## config.mk

```make
export PLATFORM = sky130hd
export DESIGN_NAME = accel_tap_detector_top_flat
export DESIGN_NICKNAME = d
export VERILOG_FILES = /design/src/hw/rtl/tapd_pkg.sv /design/src/hw/rtl/tapd_in_if.sv /design/src/hw/rtl/tapd_out_if.sv /design/src/hw/rtl/tapd_cell.sv /design/src/hw/rtl/tapd_ctrl.sv /design/src/hw/rtl/tapd_skid.sv /design/src/hw/rtl/accel_tap_detector_top.sv /design/src/flat_wrapper.sv
export SDC_FILE = /design/constraint.sdc
export NUM_CORES = 1
export LEC_CHECK = 0
export BUFFER_PORTS_ARGS = -buffer_cell sky130_fd_sc_hd__buf_4
export CAP_MARGIN = 20
export CORE_MARGIN = 2
export CORE_UTILIZATION = 50
export CTS_CLUSTER_DIAMETER = 40
export DETAILED_ROUTE_END_ITERATION = 10
export PLACE_DENSITY = 0.73
export REMOVE_ABC_BUFFERS = 1
export SYNTH_ARGS = -nofsm -noshare
export SYNTH_HDL_FRONTEND = slang
export SYNTH_SLANG_ARGS = --single-unit
```

## constraint.sdc

```tcl
create_clock -name clk -period 8.33 [get_ports clk]
set_input_delay 1.2495 -clock clk [delete_from_list [all_inputs] [get_ports clk]]
set_output_delay 1.2495 -clock clk [all_outputs]
set_load 0.05 [all_outputs]
```

## src/hw/rtl/tapd_pkg.sv

```systemverilog
// Shared types and constants for the accelerometer tap detector.
package tapd_pkg;

  localparam int HISTORY_DEPTH = 8;

  localparam int SAMPLE_W = 16;
  localparam int DIFF_W   = SAMPLE_W + 1;
  localparam int TIME_W   = 64;
  localparam int TCFG_W   = 32;
  localparam int THR_W    = 16;
  localparam int CFG_IDX_W  = 2;
  localparam int CFG_DATA_W = 32;

  localparam logic [CFG_IDX_W-1:0] REG_REJECTION_TIME = 2'd0;
  localparam logic [CFG_IDX_W-1:0] REG_DOUBLE_WINDOW  = 2'd1;
  localparam logic [CFG_IDX_W-1:0] REG_TRIGGER_THR    = 2'd2;
  localparam logic [CFG_IDX_W-1:0] REG_INVERSION_THR  = 2'd3;

  localparam logic [TCFG_W-1:0] REJECTION_TIME_RST = 32'd70000;
  localparam logic [TCFG_W-1:0] DOUBLE_WINDOW_RST  = 32'd300000;
  localparam logic [THR_W-1:0]  TRIGGER_THR_RST    = 16'd2048;
  localparam logic [THR_W-1:0]  INVERSION_THR_RST  = 16'd3686;

  localparam logic KIND_SINGLE = 1'b0;
  localparam logic KIND_DOUBLE = 1'b1;
  localparam logic POL_POS     = 1'b0;
  localparam logic POL_NEG     = 1'b1;

  typedef logic signed [DIFF_W-1:0] diff_t;

  typedef struct packed {
    logic ge_inv;
    logic le_neg_inv;
  } inv_flags_t;

  typedef struct packed {
    logic tap_found;
    logic tap_kind;
    logic tap_polarity;
  } tap_result_t;

endpackage

```

## src/hw/rtl/tapd_in_if.sv

```systemverilog
// Input channel: one sample and its timestamp per beat.
interface tapd_in_if;
  logic                 valid;
  logic                 ready;
  logic signed [15:0]   sample;
  logic        [63:0]   time_us;

  modport source (output valid, output sample, output time_us, input ready);
  modport sink   (input valid, input sample, input time_us, output ready);
endinterface

```

## src/hw/rtl/tapd_out_if.sv

```systemverilog
// Result channel: one tap report per beat.
interface tapd_out_if;
  logic valid;
  logic ready;
  logic tap_found;
  logic tap_kind;
  logic tap_polarity;

  modport source (output valid, output tap_found, output tap_kind, output tap_polarity,
                  input ready);
  modport sink   (input valid, input tap_found, input tap_kind, input tap_polarity,
                  output ready);
endinterface

```

## src/hw/rtl/tapd_cell.sv

```systemverilog
// History cell: holds one difference, shifts it on, flags inversion crossings.
module tapd_cell (
  input  logic                       clk,
  input  logic                       rst_n,
  input  logic                       shift_en,
  input  tapd_pkg::diff_t            d_in,
  input  logic [tapd_pkg::THR_W-1:0] inv_thr,
  output tapd_pkg::diff_t            d_out,
  output tapd_pkg::inv_flags_t       flags
);
  import tapd_pkg::*;

  diff_t d_r;
  diff_t d_nxt;
  logic signed [DIFF_W:0] d_ext;
  logic signed [DIFF_W:0] thr_ext;

  always_comb begin
    d_ext   = {d_in[DIFF_W-1], d_in};
    thr_ext = {{(DIFF_W+1-THR_W){1'b0}}, inv_thr};
    flags.ge_inv     = (d_ext >= thr_ext);
    flags.le_neg_inv = ((d_ext + thr_ext) <= $signed({(DIFF_W+1){1'b0}}));
    d_nxt = shift_en ? d_in : d_r;
  end

  always_ff @(posedge clk) begin
    if (!rst_n) begin
      d_r <= '0;
    end else begin
      d_r <= d_nxt;
    end
  end

  assign d_out = d_r;
endmodule

```

## src/hw/rtl/tapd_ctrl.sv

```systemverilog
// Tap decision: dead time, window expiry, trigger and pending tap tracking.
module tapd_ctrl (
  input  logic                        clk,
  input  logic                        rst_n,
  input  logic                        step_en,
  input  logic signed [tapd_pkg::SAMPLE_W-1:0] sample,
  input  logic [tapd_pkg::TIME_W-1:0] time_us,
  input  logic [tapd_pkg::TCFG_W-1:0] rejection_time,
  input  logic [tapd_pkg::TCFG_W-1:0] double_window,
  input  logic [tapd_pkg::THR_W-1:0]  trigger_thr,
  input  tapd_pkg::inv_flags_t        any_inv,
  output tapd_pkg::diff_t             new_diff,
  output tapd_pkg::tap_result_t       result
);
  import tapd_pkg::*;

  logic signed [SAMPLE_W-1:0] last_sample_r, last_sample_nxt;
  logic [TIME_W-1:0]          last_tap_r, last_tap_nxt;
  logic                       pending_r, pending_nxt;
  logic                       pend_pol_r, pend_pol_nxt;

  logic [TIME_W-1:0]      elapsed;
  logic                   dead;
  logic                   expire;
  logic signed [DIFF_W:0] d_ext;
  logic signed [DIFF_W:0] trig_ext;
  logic                   trig_pos;
  logic                   trig_neg;
  logic                   tap_seen;
  logic                   tap_pol;

  always_comb begin
    new_diff = DIFF_W'({sample[SAMPLE_W-1], sample}) -
               DIFF_W'({last_sample_r[SAMPLE_W-1], last_sample_r});
    d_ext    = {new_diff[DIFF_W-1], new_diff};
    trig_ext = {{(DIFF_W+1-THR_W){1'b0}}, trigger_thr};
    trig_pos = (d_ext >= trig_ext);
    trig_neg = ((d_ext + trig_ext) <= $signed({(DIFF_W+1){1'b0}}));
    tap_seen = trig_pos || trig_neg;
    if (trig_pos) begin
      tap_pol = any_inv.le_neg_inv ? POL_NEG : POL_POS;
    end else begin
      tap_pol = any_inv.ge_inv ? POL_POS : POL_NEG;
    end

    elapsed = time_us - last_tap_r;
    dead    = (elapsed < {{(TIME_W-TCFG_W){1'b0}}, rejection_time});
    expire  = pending_r && (elapsed > {{(TIME_W-TCFG_W){1'b0}}, double_window});

    last_sample_nxt = sample;
    last_tap_nxt    = last_tap_r;
    pending_nxt     = pending_r;
    pend_pol_nxt    = pend_pol_r;
    result          = '0;

    if (!dead) begin
      if (expire) begin
        pending_nxt         = 1'b0;
        result.tap_found    = 1'b1;
        result.tap_kind     = KIND_SINGLE;
        result.tap_polarity = pend_pol_r;
      end else if (tap_seen) begin
        last_tap_nxt = time_us;
        if (!pending_r) begin
          pending_nxt  = 1'b1;
          pend_pol_nxt = tap_pol;
        end else begin
          pending_nxt = 1'b0;
          if (tap_pol == pend_pol_r) begin
            result.tap_found    = 1'b1;
            result.tap_kind     = KIND_DOUBLE;
            result.tap_polarity = pend_pol_r;
          end
        end
      end
    end
  end

  always_ff @(posedge clk) begin
    if (!rst_n) begin
      last_sample_r <= '0;
      last_tap_r    <= '0;
      pending_r     <= 1'b0;
      pend_pol_r    <= POL_POS;
    end else if (step_en) begin
      last_sample_r <= last_sample_nxt;
      last_tap_r    <= last_tap_nxt;
      pending_r     <= pending_nxt;
      pend_pol_r    <= pend_pol_nxt;
    end
  end
endmodule

```

## src/hw/rtl/tapd_skid.sv

```systemverilog
// Two-entry output buffer between the decision logic and the result channel.
module tapd_skid (
  input  logic                  clk,
  input  logic                  rst_n,
  input  logic                  push,
  input  tapd_pkg::tap_result_t push_data,
  output logic                  can_push,
  tapd_out_if.source            out_bus
);
  import tapd_pkg::*;

  tap_result_t slot_r [2];
  logic        wr_ptr_r, wr_ptr_nxt;
  logic        rd_ptr_r, rd_ptr_nxt;
  logic [1:0]  cnt_r, cnt_nxt;
  logic        pop;
  tap_result_t head;

  always_comb begin
    can_push   = (cnt_r != 2'd2);
    pop        = (cnt_r != 2'd0) && out_bus.ready;
    wr_ptr_nxt = push ? ~wr_ptr_r : wr_ptr_r;
    rd_ptr_nxt = pop ? ~rd_ptr_r : rd_ptr_r;
    cnt_nxt    = cnt_r + {1'b0, push} - {1'b0, pop};
    head       = slot_r[rd_ptr_r];
  end

  always_ff @(posedge clk) begin
    if (!rst_n) begin
      wr_ptr_r <= 1'b0;
      rd_ptr_r <= 1'b0;
      cnt_r    <= 2'd0;
    end else begin
      wr_ptr_r <= wr_ptr_nxt;
      rd_ptr_r <= rd_ptr_nxt;
      cnt_r    <= cnt_nxt;
    end
  end

  always_ff @(posedge clk) begin
    if (push) begin
      slot_r[wr_ptr_r] <= push_data;
    end
  end

  assign out_bus.valid        = (cnt_r != 2'd0);
  assign out_bus.tap_found    = head.tap_found;
  assign out_bus.tap_kind     = head.tap_kind;
  assign out_bus.tap_polarity = head.tap_polarity;
endmodule

```

## src/hw/rtl/accel_tap_detector_top.sv

```systemverilog
// Top level of the accelerometer single and double tap detector.
// Each accepted beat's result enters a two-entry buffer that absorbs a stalled result.
// Throughput: one sample per cycle while the output buffer is not full.
// The whole decision (difference, history compares, 64-bit elapsed time) is combinational.
// Reset (rst_n low at a clock edge) clears history, pending tap, buffer and
// restores the register defaults.
module accel_tap_detector_top (
  input  logic                            clk,
  input  logic                            rst_n,
  tapd_in_if.sink                         in_bus,
  tapd_out_if.source                      out_bus,
  input  logic                            cfg_we,
  input  logic [tapd_pkg::CFG_IDX_W-1:0]  cfg_index,
  input  logic [tapd_pkg::CFG_DATA_W-1:0] cfg_wdata
);
  import tapd_pkg::*;

  logic [TCFG_W-1:0] rej_r, rej_nxt;
  logic [TCFG_W-1:0] win_r, win_nxt;
  logic [THR_W-1:0]  trig_r, trig_nxt;
  logic [THR_W-1:0]  inv_r, inv_nxt;

  logic        accept;
  logic        can_push;
  diff_t       new_diff;
  diff_t       chain [HISTORY_DEPTH];
  inv_flags_t  cell_flags [HISTORY_DEPTH];
  inv_flags_t  any_inv;
  tap_result_t result;

  always_comb begin
    rej_nxt  = rej_r;
    win_nxt  = win_r;
    trig_nxt = trig_r;
    inv_nxt  = inv_r;
    if (cfg_we) begin
      case (cfg_index)
        REG_REJECTION_TIME: rej_nxt  = cfg_wdata[TCFG_W-1:0];
        REG_DOUBLE_WINDOW:  win_nxt  = cfg_wdata[TCFG_W-1:0];
        REG_TRIGGER_THR:    trig_nxt = cfg_wdata[THR_W-1:0];
        REG_INVERSION_THR:  inv_nxt  = cfg_wdata[THR_W-1:0];
        default: ;
      endcase
    end
  end

  always_ff @(posedge clk) begin
    if (!rst_n) begin
      rej_r  <= REJECTION_TIME_RST;
      win_r  <= DOUBLE_WINDOW_RST;
      trig_r <= TRIGGER_THR_RST;
      inv_r  <= INVERSION_THR_RST;
    end else begin
      rej_r  <= rej_nxt;
      win_r  <= win_nxt;
      trig_r <= trig_nxt;
      inv_r  <= inv_nxt;
    end
  end

  assign in_bus.ready = can_push;
  assign accept       = in_bus.valid && can_push;
  assign chain[0]     = new_diff;

  for (genvar i = 0; i < HISTORY_DEPTH; i++) begin : g_cell
    if (i < HISTORY_DEPTH - 1) begin : g_mid
      tapd_cell u_cell (
        .clk      (clk),
        .rst_n    (rst_n),
        .shift_en (accept),
        .d_in     (chain[i]),
        .inv_thr  (inv_r),
        .d_out    (chain[i+1]),
        .flags    (cell_flags[i])
      );
    end else begin : g_last
      tapd_cell u_cell (
        .clk      (clk),
        .rst_n    (rst_n),
        .shift_en (accept),
        .d_in     (chain[i]),
        .inv_thr  (inv_r),
        .d_out    (),
        .flags    (cell_flags[i])
      );
    end
  end

  always_comb begin
    any_inv = '0;
    for (int i = 0; i < HISTORY_DEPTH; i++) begin
      any_inv.ge_inv     = any_inv.ge_inv     | cell_flags[i].ge_inv;
      any_inv.le_neg_inv = any_inv.le_neg_inv | cell_flags[i].le_neg_inv;
    end
  end

  tapd_ctrl u_ctrl (
    .clk            (clk),
    .rst_n          (rst_n),
    .step_en        (accept),
    .sample         (in_bus.sample),
    .time_us        (in_bus.time_us),
    .rejection_time (rej_r),
    .double_window  (win_r),
    .trigger_thr    (trig_r),
    .any_inv        (any_inv),
    .new_diff       (new_diff),
    .result         (result)
  );

  tapd_skid u_skid (
    .clk       (clk),
    .rst_n     (rst_n),
    .push      (accept),
    .push_data (result),
    .can_push  (can_push),
    .out_bus   (out_bus)
  );

  a_accept_gives_result: assert property (@(posedge clk) disable iff (!rst_n)
    accept |=> out_bus.valid)
    else $error("accepted beat produced no result");

  a_kind_needs_found: assert property (@(posedge clk) disable iff (!rst_n)
    out_bus.valid && !out_bus.tap_found |-> !out_bus.tap_kind && !out_bus.tap_polarity)
    else $error("empty report carries kind or polarity");

  a_full_has_data: assert property (@(posedge clk) disable iff (!rst_n)
    !in_bus.ready |-> out_bus.valid)
    else $error("input stalled with empty output buffer");

  a_cfg_hold: assert property (@(posedge clk) disable iff (!rst_n)
    !$past(cfg_we) && $past(rst_n) |-> $stable(trig_r) && $stable(rej_r))
    else $error("register changed without a write");
endmodule

```

## src/flat_wrapper.sv

```systemverilog
// flat-port wrapper written by rule: the top's interface ports become plain ports
module accel_tap_detector_top_flat import tapd_pkg::*;
  (clk, rst_n, cfg_we, cfg_index, cfg_wdata, in_bus_valid, in_bus_sample, in_bus_time_us, in_bus_ready, out_bus_valid, out_bus_tap_found, out_bus_tap_kind, out_bus_tap_polarity, out_bus_ready);
  tapd_in_if in_bus_i ();
  tapd_out_if out_bus_i ();
  input  logic clk;
  input  logic rst_n;
  input  logic cfg_we;
  input  logic [tapd_pkg::CFG_IDX_W-1:0] cfg_index;
  input  logic [tapd_pkg::CFG_DATA_W-1:0] cfg_wdata;
  input wire logic [$bits(in_bus_i.valid)-1:0] in_bus_valid;
  input wire logic [$bits(in_bus_i.sample)-1:0] in_bus_sample;
  input wire logic [$bits(in_bus_i.time_us)-1:0] in_bus_time_us;
  output wire logic [$bits(in_bus_i.ready)-1:0] in_bus_ready;
  output wire logic [$bits(out_bus_i.valid)-1:0] out_bus_valid;
  output wire logic [$bits(out_bus_i.tap_found)-1:0] out_bus_tap_found;
  output wire logic [$bits(out_bus_i.tap_kind)-1:0] out_bus_tap_kind;
  output wire logic [$bits(out_bus_i.tap_polarity)-1:0] out_bus_tap_polarity;
  input wire logic [$bits(out_bus_i.ready)-1:0] out_bus_ready;
  assign in_bus_i.valid = in_bus_valid;
  assign in_bus_i.sample = in_bus_sample;
  assign in_bus_i.time_us = in_bus_time_us;
  assign in_bus_ready = in_bus_i.ready;
  assign out_bus_valid = out_bus_i.valid;
  assign out_bus_tap_found = out_bus_i.tap_found;
  assign out_bus_tap_kind = out_bus_i.tap_kind;
  assign out_bus_tap_polarity = out_bus_i.tap_polarity;
  assign out_bus_i.ready = out_bus_ready;
  accel_tap_detector_top u_core (.clk(clk), .rst_n(rst_n), .in_bus(in_bus_i), .out_bus(out_bus_i), .cfg_we(cfg_we), .cfg_index(cfg_index), .cfg_wdata(cfg_wdata));
endmodule
```

Yosys cells after proc, flatten, opt, wreduce, memory -nomap -nowiden
Memory sizes are Yosys's and may differ from the RTL's. A register that Yosys moved wholly into a read port is not among the register bits.
Index checks and enable logic that the tools add are counted.

storage, ports and cells
  memories kept = 1
  register bits after elaboration = 301
  bits in writable memories = 6
  logic and storage cells = 105

memory list
  memory                words  width  read ports  clocked after memory_dff  write ports  RTL line         source
  u_core.u_skid.slot_r  2      3      1           1                         1            tapd_skid.sv:12  tap_result_t slot_r [2];

cells by class
  $lt $le $gt $ge = 20
  eq/ne operators = 5
  mux-type cells = 15
  reductions and logical operators = 14
  add/sub/neg operators = 13
  bitwise logic cells = 19

operators with widths
  kind                                                                    count
  17-bit by 17-bit adder with 18-bit output                               9
  18-bit by 1-bit <= comparator with 1-bit output, second input constant  9
  17-bit >= comparator                                                    9
  64-bit by 32-bit greater-than comparator with 1-bit output              1
  64-bit by 32-bit less-than comparator with 1-bit output                 1
  64-bit subtractor                                                       1
  16-bit by 16-bit subtractor with 17-bit output                          1
  3-bit 2-to-1 mux                                                        5
  1-bit bitwise OR                                                        14
  1-bit 2-to-1 mux                                                        10
  2-bit AND reduction                                                     4
  1-bit inverter                                                          5
  5-bit AND reduction                                                     1
  2-bit == test, second input constant                                    2
  4-bit AND reduction                                                     1
  2-bit nonzero test                                                      2
  1-bit logical AND                                                       3
  3-bit AND reduction                                                     1
  2-bit by 1-bit adder with 2-bit output                                  1
  2-bit by 1-bit == test with 1-bit output, second input constant         1
  2-bit logical NOT                                                       1
  2-bit != test, second input constant                                    1
  2-bit by 1-bit subtractor with 2-bit output                             1
  1-bit == test                                                           1
  1-bit logical OR                                                        1

Longest topological paths before layout
Gate-level depths: netlist of the first run.

  depth after elaboration = 18
  mapped depth = 29

Hierarchy
Synthesis of the first run repeated with hierarchy kept, for this count alone.

second synthesis, totals
  cell total of the unflattened synthesis = 4136
  area total of the unflattened synthesis = 32638.8 µm²

by module, submodules not included
  module                                         area an instance (µm²)  sequential area each (µm²)  cells an instance  times used
  tapd_ctrl                                      11478.5                 1641.6                      1593               1
  tapd_cell (u_core.g_cell[1].g_mid.u_cell ...)  2179.6                  340.3                       277                3
  tapd_cell (u_core.g_cell[0].g_mid.u_cell ...)  2060.7                  340.3                       260                3
  accel_tap_detector_top                         3733.6                  1921.8                      378                1
  tapd_cell (u_core.g_cell[3].g_mid.u_cell)      2202.1                  340.3                       270                1
  tapd_cell (u_core.g_cell[6].g_mid.u_cell)      2045.7                  340.3                       252                1
  tapd_skid                                      457.9                   280.3                       32                 1

Least setup slack after synthesis of the first run
OpenSTA, ideal clock, no wires.

  path type = input to register
  start point = input port in_bus_sample[1]
  end point = memory u_core.u_skid.slot_r[0][2] in the netlist's numbering, data pin
  stages on the path = 28
  setup slack = 2.188 ns
  buffers on the path = 0
  required time = 8.042 ns
  setup time = 0.288 ns
  data arrival time = 5.854 ns
  path through = ha_1 > nor2b_1 > o21ai_0 > a21boi_0 > o21ai_0 > a21boi_0 > o21ai_0 > a21oi_1 > o31ai_1 > a211o_1 > o21ai_0 > xor2_1 > ha_1 > nand2b_1 > a21boi_0 > o21a_1 > o21a_1 > o21ai_0 > a211oi_1 > o41ai_1 > a2111oi_0 > nand4_1 > a31oi_1 > a32oi_1 > ha_1 > nor2_1 > o21bai_1 > a21boi_0

RTL lines
  what         RTL line            source
  from (decl)  flat_wrapper.sv:12  input wire logic [$bits(in_bus_i.sample)-1:0] in_bus_sample;
  to (decl)    tapd_skid.sv:12

==> results.yml, run 1 <==
clocking:
  clk_path_buf_depth: 3
  clock-sinks: 308
  ctsResizeCount: 0
  cts_tree: "done"
  clk_latency_ps: 630
  cts-root-buf: "clkbuf_16"
  clkSlewWorstSetupHoldPaths_ps: 50
  cts_max_level: 2
  cts_setup_buffers: 0
  cts-hold-fix-buffers: 0
  cts_made_buffers: 61
routing:
  vias: 28385
  ant_nets: 0
  wl_per_cell_um: 18.5
  drt_iter0_markers: 2132
  viasPerCell: 5.88
  drt_pass1_iterations: 6
  routed_wl_mm: 89.4
  drc: 0
synth:
  synth_edf_count: 6
  postSynthAreaPerCell_um2: 7.51
  syn_area_um2: 29800
  yosysWarnings: 0
  ys_types: 90
  asyncSetResetFlopFracSynth: 0
  ys.flop_type: "dfxtp_1"
  yosysSeqAreaShare: 0.209
  ys_ff_latch: 308
  synth_cells: 3963
power:
  vdd_drop_max_mv: 0.181
  p_leak_uw: 0.0138
  switching_power_uw: 2830
  p_int_uw: 4420
  power_density_nw_per_um2: 218
  switching_share: 0.391
  p_clk_frac: 0.351
  combPwrFrac: 0.412
  p_seq_frac: 0.236
timing:
  slew_violations: 0
  hold_viol: 0
  max_freq_ghz: 0.150
  finalSetupViolCount: 0
  max_slew_margin: 0.243
  fin_hold_ws_ps: 454
  rsz0062_at_grt: "false"
  post-route-period-util: 0.802
  skew_ps: 21.7
  worst_pin_slew_ps: 1140
  min_period_ps: 6680
setup_path:
  worstSetupStartpointType: "primary input"
  crit_type: "primary input to flop"
  crit_arrival_ps: 7230
  end_kind: "flop"
  critPathMaxFanout: 64
  required_ps: 8880
die:
  start_util: 0.505
  row_count: 89
  die-area_um2: 61500
  die_h_um: 248
  die_w_um: 248
  core-area_um2: 58900
  ioPinCount: 124
global_routing:
  grt_remaining_overflow: 0
  grt.total_usage: 0.285
  grt_start_max_net_pins: 249
  grt_pass1_wl_mm: 141
  first_global_vias: 26572
  antenna_found_initial: 4
min_path:
  hp-class: "flop to flop"
placed_design:
  gp_congestion: 0.973
  port_buffers: 123
  placed_area_um2: 31100
  place_hpwl_mm: 68.5
job:
  cap_violations: 0
cells_and_area:
  syn_to_final_growth_pct: 11.6
  layout.nets: 4569
  final_cell_area_um2: 33200
  drive_gt1_frac: 0.0745
outcome:
  status: "finished, final reports clean"
-- critical path, stage by stage --
cell,delay (ps)
buf_4,120
ha_1,270
nor2b_1,120
o21ai_0,210
a21boi_0,160
o21ai_0,250
a21boi_0,150
o21ai_0,230
a21oi_1,190
o31ai_1,280
nor2b_1,200
xnor2_1,180
ha_1,440
inv_1,110
a22o_1,240
a221oi_1,310
nand4_1,140
a211o_1,290
nor4_1,250
nand4_1,150
nor4_1,240
a21oi_1,290
nor2_1,190
nand2_1,110
a21oi_4,140
buf_12,370
mux2i_1,250
-- cells by family after synthesis --
group / count (synthesis) / share of synthesized area
fa+ha+maj: 446 / 0.190
simple gates: 1430 / 0.220
mux: 104 / 0.0356
buf+inv: 467 / 0.0637
xor+xnor: 101 / 0.0297
compound gates: 1107 / 0.252
flops: 308 / 0.209
-- cells in the final DEF (no fill, tap or decap), types with 12 or more instances in the layout --
| cell type | count |
|---|---|
| a2111oi_0 | 21 |
| o21ai_0 | 157 |
| o31ai_1 | 23 |
| nor2_1 | 246 |
| nor4_1 | 32 |
| and3_1 | 18 |
| xor2_1 | 34 |
| mux2i_1 | 89 |
| inv_1 | 307 |
| and4_1 | 15 |
| mux2_2 | 15 |
| o211ai_1 | 50 |
| a221oi_1 | 17 |
| a21oi_1 | 257 |
| o21a_1 | 49 |
| a31oi_1 | 27 |
| o21bai_1 | 40 |
| clkbuf_16 | 63 |
| ha_1 | 435 |
| or4_1 | 12 |
| nand3_1 | 54 |
| or3_1 | 16 |
| dfxtp_1 | 302 |
| nand2b_1 | 44 |
| and2_1 | 20 |
| buf_4 | 134 |
| a21boi_0 | 216 |
| o311ai_0 | 15 |
| nor2b_1 | 73 |
| nand4_1 | 67 |
| nand2_1 | 702 |
| a211o_1 | 14 |
| a21o_1 | 69 |
| a211oi_1 | 32 |
| xnor2_1 | 67 |
| nor3_1 | 85 |
-- per-stage QoR --
step                      total power [uW]  std cells  setup TNS [ps]   util  setup slack [ps]
after floorplan                       3860       3804         -114380      -             -1790
after global placement                4660       4713               0  0.527              1320
after detailed placement              4670       4713               0  0.527              1160
after CTS                             7240       4826               0  0.564              1760
after global routing                  7690       4831               0  0.564              1080
final                                 7250       4831               0  0.564              1650
-- power by group through the flow --
stage / clock (uW) / sequential [uW] / combinational, uW
5_1_grt: 2660 / 1730 / 3300
6_report: 2550 / 1710 / 2990
3_3_place_gp: 0 / 1740 / 2920
4_1_cts: 2580 / 1710 / 2950
3_5_place_dp: 0 / 1740 / 2930
2_1_floorplan: 0 / 1710 / 2150
-- path summary, 6_finish.rpt --
path	startpoint	endpoint	slack (ps)	cells past startpoint
max	in_bus_sample[1]	u_core.u_ctrl.last_tap_r[8]	1650	27
min	u_core.u_ctrl.last_tap_r[36]	u_core.u_ctrl.last_tap_r[36]	450	2
max reg2reg	u_core.u_ctrl.last_sample_r[1]	u_core.u_ctrl.last_tap_r[8]	2030	27
min reg2reg	u_core.u_ctrl.last_tap_r[36]	u_core.u_ctrl.last_tap_r[36]	450	2
-- sequential cells by signal, indices dropped and copies added, names as in the netlist, named ones only --
register	flops
u_core.g_cell.g_mid.u_cell.d_out	119
u_core.u_ctrl.last_sample_r	16
u_core.u_skid.cnt_r	2
u_core.u_skid.slot_r	6
u_core.u_skid.rd_ptr_r	1
u_core.u_skid.wr_ptr_r	1
u_core.inv_r	16
u_core.u_ctrl.last_tap_r	64
u_core.trig_r	16
u_core.u_ctrl.pending_r	1
u_core.win_r	32
u_core.u_ctrl.pend_pol_r	1
u_core.rej_r	32
-- cell usage after synthesis (69+ instances only) --
library cell / count / area share
nand2_1: 702 / 0.089
a21boi_0: 216 / 0.054
nor2b_1: 73 / 0.015
nor2_1: 247 / 0.031
nor3_1: 85 / 0.014
a21o_1: 69 / 0.017
dfxtp_1: 302 / 0.20
o21ai_0: 157 / 0.026
clkbuf_1: 137 / 0.017
a21oi_1: 257 / 0.043
ha_1: 435 / 0.18
mux2i_1: 89 / 0.030
inv_1: 307 / 0.039
-- per-layer routing --
| metal | vias up | track usage | share of wire |
|---|---|---|---|
| met5 | - | 0 | 0 |
| met4 | 0 | 0.109 | 0.035 |
| met3 | 176 | 0.0337 | 0.060 |
| met2 | 899 | 0.477 | 0.46 |
| met1 | 13194 | 0.373 | 0.44 |
| li1 | 14116 | - | - |
-- layout make-up --
type / instances / area, um^2
fill: 5599 / 25700
multi-input combinational: 3188 / 21700
clock buffer: 79 / 1710
sequential: 308 / 6230
clock inverter: 34 / 424
timing repair buffer: 137 / 1060
antenna: 4 / 10.0
inverter: 308 / 1160
tap: 773 / 967
(Power assumes the default switching activity.)
==> run 2: changes to the inputs <==
- clock period: 8.33 -> 6.2 ns (I/O delays scaled with it)
==> results.yml, run 2 (same netlist as run 1, synthesis figures left out) <==
routing:
  routed_wl_mm: 92.8
  drt_pass1_iterations: 6
  drc: 0
  wl_per_cell_um: 18.7
  viasPerCell: 5.85
  ant_nets: 0
  vias: 28974
  drt_iter0_markers: 2157
timing:
  post-route-period-util: 0.944
  slew_violations: 0
  tns_ps: 0
  hold_viol: 0
  worst_pin_slew_ps: 951
  timing.final.ws_setup_ps: 345
  min_period_ps: 5850
  skew_ps: 28.5
  finalSetupViolCount: 0
  max_slew_margin: 0.366
  fin_hold_ws_ps: 455
  rsz0062_at_grt: "false"
  max_freq_ghz: 0.171
clocking:
  cts_tree: "done"
  clock-sinks: 308
  cts_max_level: 3
  cts-root-buf: "clkbuf_16"
  cts_made_buffers: 66
  clk_path_buf_depth: 3
  clk_latency_ps: 610
  clkSlewWorstSetupHoldPaths_ps: 50
  cts-hold-fix-buffers: 0
die:
  die_w_um: 248
  ioPinCount: 124
  row_count: 89
  die_h_um: 248
  die-area_um2: 61500
  start_util: 0.505
  core-area_um2: 58900
global_routing:
  grt_start_max_net_pins: 145
  grt.total_usage: 0.296
  grt_pass1_wl_mm: 146
  antenna_found_initial: 4
  grt_remaining_overflow: 0
  first_global_vias: 27798
placed_design:
  gp_congestion: 0.983
  place_hpwl_mm: 71.7
  port_buffers: 123
  pre_cts_ws_ps: -775
min_path:
  hp-class: "flop to flop"
setup_path:
  critPathMaxStageDelay_ps: 450
  critPathMaxFanout: 12
  path_delay_family: "compound AO/OA/AOI/OAI gates"
  worstSetupStartpointType: "primary input"
  path_common_cell: "a21o_1"
  required_ps: 6710
  crit_arrival_ps: 6370
  end_kind: "flop"
  crit_type: "primary input to flop"
  crit_buf_inv: 6
  slowest_stage: "a221oi_1"
cells_and_area:
  drive_gt1_frac: 0.104
  largest_reg_flops: 119
  layout_commonest_cell: "nand2_1"
  syn_to_final_growth_pct: 15.5
  layout.nets: 4691
  layout_common_cells: "nand2_1, ha_1, inv_1"
outcome:
  status: "finished, final reports clean"
power:
  power_density_nw_per_um2: 300
  p_leak_uw: 0.0145
  vdd_drop_max_mv: 0.233
job:
  cap_violations: 0
## run 2: final timing paths
path	startpoint	to	slack, ps	cells after the start
setup / recovery	in_bus_time_us[0]	u_core.u_ctrl.last_tap_r[35]	350	28
hold / removal	u_core.u_ctrl.last_tap_r[59]	u_core.u_ctrl.last_tap_r[59]	450	2
setup reg to reg	u_core.u_ctrl.last_sample_r[1]	u_core.u_ctrl.last_tap_r[35]	480	31
hold reg to reg	u_core.u_ctrl.last_tap_r[59]	u_core.u_ctrl.last_tap_r[59]	450	2
## run 2: repair_timing
action,4_1_cts,5_1_grt
pin swaps,0,3
resized for setup,1,18
endpoints found under the hold margin,0,0
gates cloned,0,1
setup buffers,0,1
endpoints found under the setup margin,12,72
## run 2: routing by layer
metal	global-route usage	routed length [um]	vias up
met3	0.0388	5470	174
met1	0.389	41700	13562
met5	0	0	-
met4	0.115	2920	0
met2	0.492	42700	858
li1	-	-	14380
## run 2: tightest hold or removal path, delay by kind of cell, from the launching register on
kind	cells	cell delay [ps]
flip-flops	1	300
multiplexers	1	50
AND/OR/NAND/NOR	1	50
## run 2: per-stage QoR
stage	power [uW]	util	area, um^2	instances
finish	10300	0.583	34400	4952
global route	10900	0.583	34400	4952
CTS	10300	0.581	34200	4946
detailed placement	6520	0.542	31900	4829
global placement	6490	0.542	31900	4829
floorplan	5180	-	29000	3804
## run 2: power by group
group          switching (uW)  internal [uW]
Sequential                124           2170
Combinational            2590           1770
Clock                    1260           2410
## run 2: area by class of cell
cell class              count  area (um^2)
flip-flops and latches    308         6230
well taps                 773          967
inverters                 308         1160
fillers                  5424        24500
clock buffers              82         1870
diodes                      4         10.0
multi-input cells        3188        21700
repair buffers            254         1970
clock inverters            35          435
==> run 3: changes to the inputs <==
- CORE_UTILIZATION: 50 -> 40
- PLACE_DENSITY: 0.73 -> 0.62
==> results.yml, run 3 (same netlist as run 1, synthesis figures left out) <==
power:
  p_clk_frac: 0.369
  power_density_nw_per_um2: 302
  p_leak_uw: 0.0147
  power.total_uw: 10600
  p_int_uw: 6610
  combPwrFrac: 0.414
  vdd_drop_max_mv: 0.236
  switching_share: 0.374
  p_seq_frac: 0.217
  switching_power_uw: 3950
clocking:
  cts_max_level: 3
  clk_latency_ps: 610
  clock-sinks: 308
  clkSlewWorstSetupHoldPaths_ps: 50
  clk_path_buf_depth: 3
  cts_tree: "done"
  cts_made_buffers: 69
  cts-root-buf: "clkbuf_16"
placed_design:
  placed_area_um2: 32400
  port_buffers: 123
  place_hpwl_mm: 72.9
  gp_congestion: 0.952
cells_and_area:
  layout.nets: 4717
  drive_gt1_frac: 0.112
  largest_reg_flops: 119
  layout_commonest_cell: "nand2_1"
  syn_to_final_growth_pct: 17.4
  final_util: 0.472
  layout_common_cells: "nand2_1, ha_1, inv_1"
  final_cell_area_um2: 34900
global_routing:
  grtUsageMet3: 0.0339
  grtUsageMet1: 0.305
  grt_start_max_net_pins: 145
  grt.total_usage: 0.238
  grt_pass1_wl_mm: 147
  grt_busiest_layer: "met2"
  grt_remaining_overflow: 0
  antenna_found_initial: 2
  first_global_vias: 27285
  grtUsageMet2: 0.402
routing:
  ant_nets: 0
  viasPerCell: 5.52
  routed_wl_mm: 93.2
  vias: 28597
  wl_per_cell_um: 18.0
  drt_pass1_iterations: 5
  drc: 0
  drt_iter0_markers: 2348
setup_path:
  r2r_slack_ps: 520
  crit_type: "primary input to flop"
  r2r_start: "u_core.u_ctrl.last_sample_r[1]"
  required_ps: 6630
  rr_endpoint: "u_core.u_skid.slot_r[1][2]"
  slowest_stage: "ha_1"
  end_kind: "flop"
  critPathMaxFanout: 3
  reg2regPathDepth: 30
  worstSetupStartpointType: "primary input"
  crit_arrival_ps: 6190
  critPathMaxStageDelay_ps: 310
timing:
  max_freq_ghz: 0.174
  slew_violations: 0
  skew_ps: 23.5
  hold_viol: 0
  post-route-period-util: 0.929
  worst_pin_slew_ps: 1030
  min_period_ps: 5760
  tns_ps: 0
  max_slew_margin: 0.310
  finalSetupViolCount: 0
die:
  die_h_um: 277
  die-area_um2: 76600
  ioPinCount: 124
  row_count: 100
  core-area_um2: 74100
  die_w_um: 277
  start_util: 0.402
outcome:
  status: "finished, final reports clean"
min_path:
  hp-class: "flop to flop"
  holdCritStartpoint: "u_core.u_ctrl.last_tap_r[12]"
  hold-path-endpoint: "u_core.u_ctrl.last_tap_r[12]"
  holdPathStages: 2
job:
  cap_violations: 0
run 3: cell types whose count changed in the layout (fill, tap and decap cells not counted), sizes merged:
cell      change
buf          +23
diode         -2
bufinv        +3
clkbuf        +8
clkinvlp      -2
inv           -2
run 3: power groups by stage:
stage	clock (uW)	combinational (uW)	sequential (uW)
2_1_floorplan	0	2880	2300
3_3_place_gp	0	4260	2320
3_5_place_dp	0	4280	2320
4_1_cts	3960	4320	2290
5_1_grt	4050	4850	2310
6_report	3890	4370	2290
run 3: critical path, delay by kind of cell:
family | cells | cell delay, ps
XOR/XNOR | 1 | 260
AND/OR/NAND/NOR | 4 | 550
adder cells (fa/ha/maj) | 3 | 870
AO/OA/AOI/OAI | 20 | 3300
buffers and inverters | 2 | 260
run 3: layout make-up:
class / count / area [um^2]
well taps: 969 / 1210
fillers: 7556 / 39100
repair buffers: 277 / 2110
clock inverters: 34 / 467
clock buffers: 90 / 1990
multi-input cells: 3188 / 21800
diodes: 2 / 5.00
flip-flops and latches: 308 / 6230
inverters: 308 / 1160
run 3: routing by layer:
layer	up-vias	routed length [um]	share of wire
met3	158	5110	0.055
met1	13293	41400	0.44
met4	0	3120	0.033
met5	-	0	0
li1	14398	-	-
met2	748	43600	0.47
run 3: how the worst max path moves through the flow:
stage | start | endpoint | cells after the start
global placement | in_bus_sample[1] | u_core.u_skid.slot_r[0][2] | 30
global route | in_bus_sample[1] | u_core.u_skid.slot_r[0][2] | 30
detailed placement | in_bus_sample[1] | u_core.u_skid.slot_r[0][2] | 30
floorplan | in_bus_valid | u_core.u_ctrl.last_tap_r[0] | 6
CTS | in_bus_sample[1] | u_core.u_skid.slot_r[1][2] | 30
finish | in_bus_sample[1] | u_core.u_skid.slot_r[1][2] | 30
run 3: through the flow:
step | hold WS, ps | instances | setup WS, ps
global route | 470 | 5176 | -41.3
global placement | 442 | 5048 | -676
finish | 451 | 5176 | 441
detailed placement | 447 | 5048 | -806
CTS | 455 | 5172 | 68.2
floorplan | 435 | 3804 | -3600
run 3: what timing repair did:
item | CTS | global route
hold buffers | 0 | 0
setup endpoints to repair | 7 | 71
pin swaps | 0 | 5
buffers inserted | 0 | 1
gates cloned | 0 | 0
gates resized for setup | 5 | 20
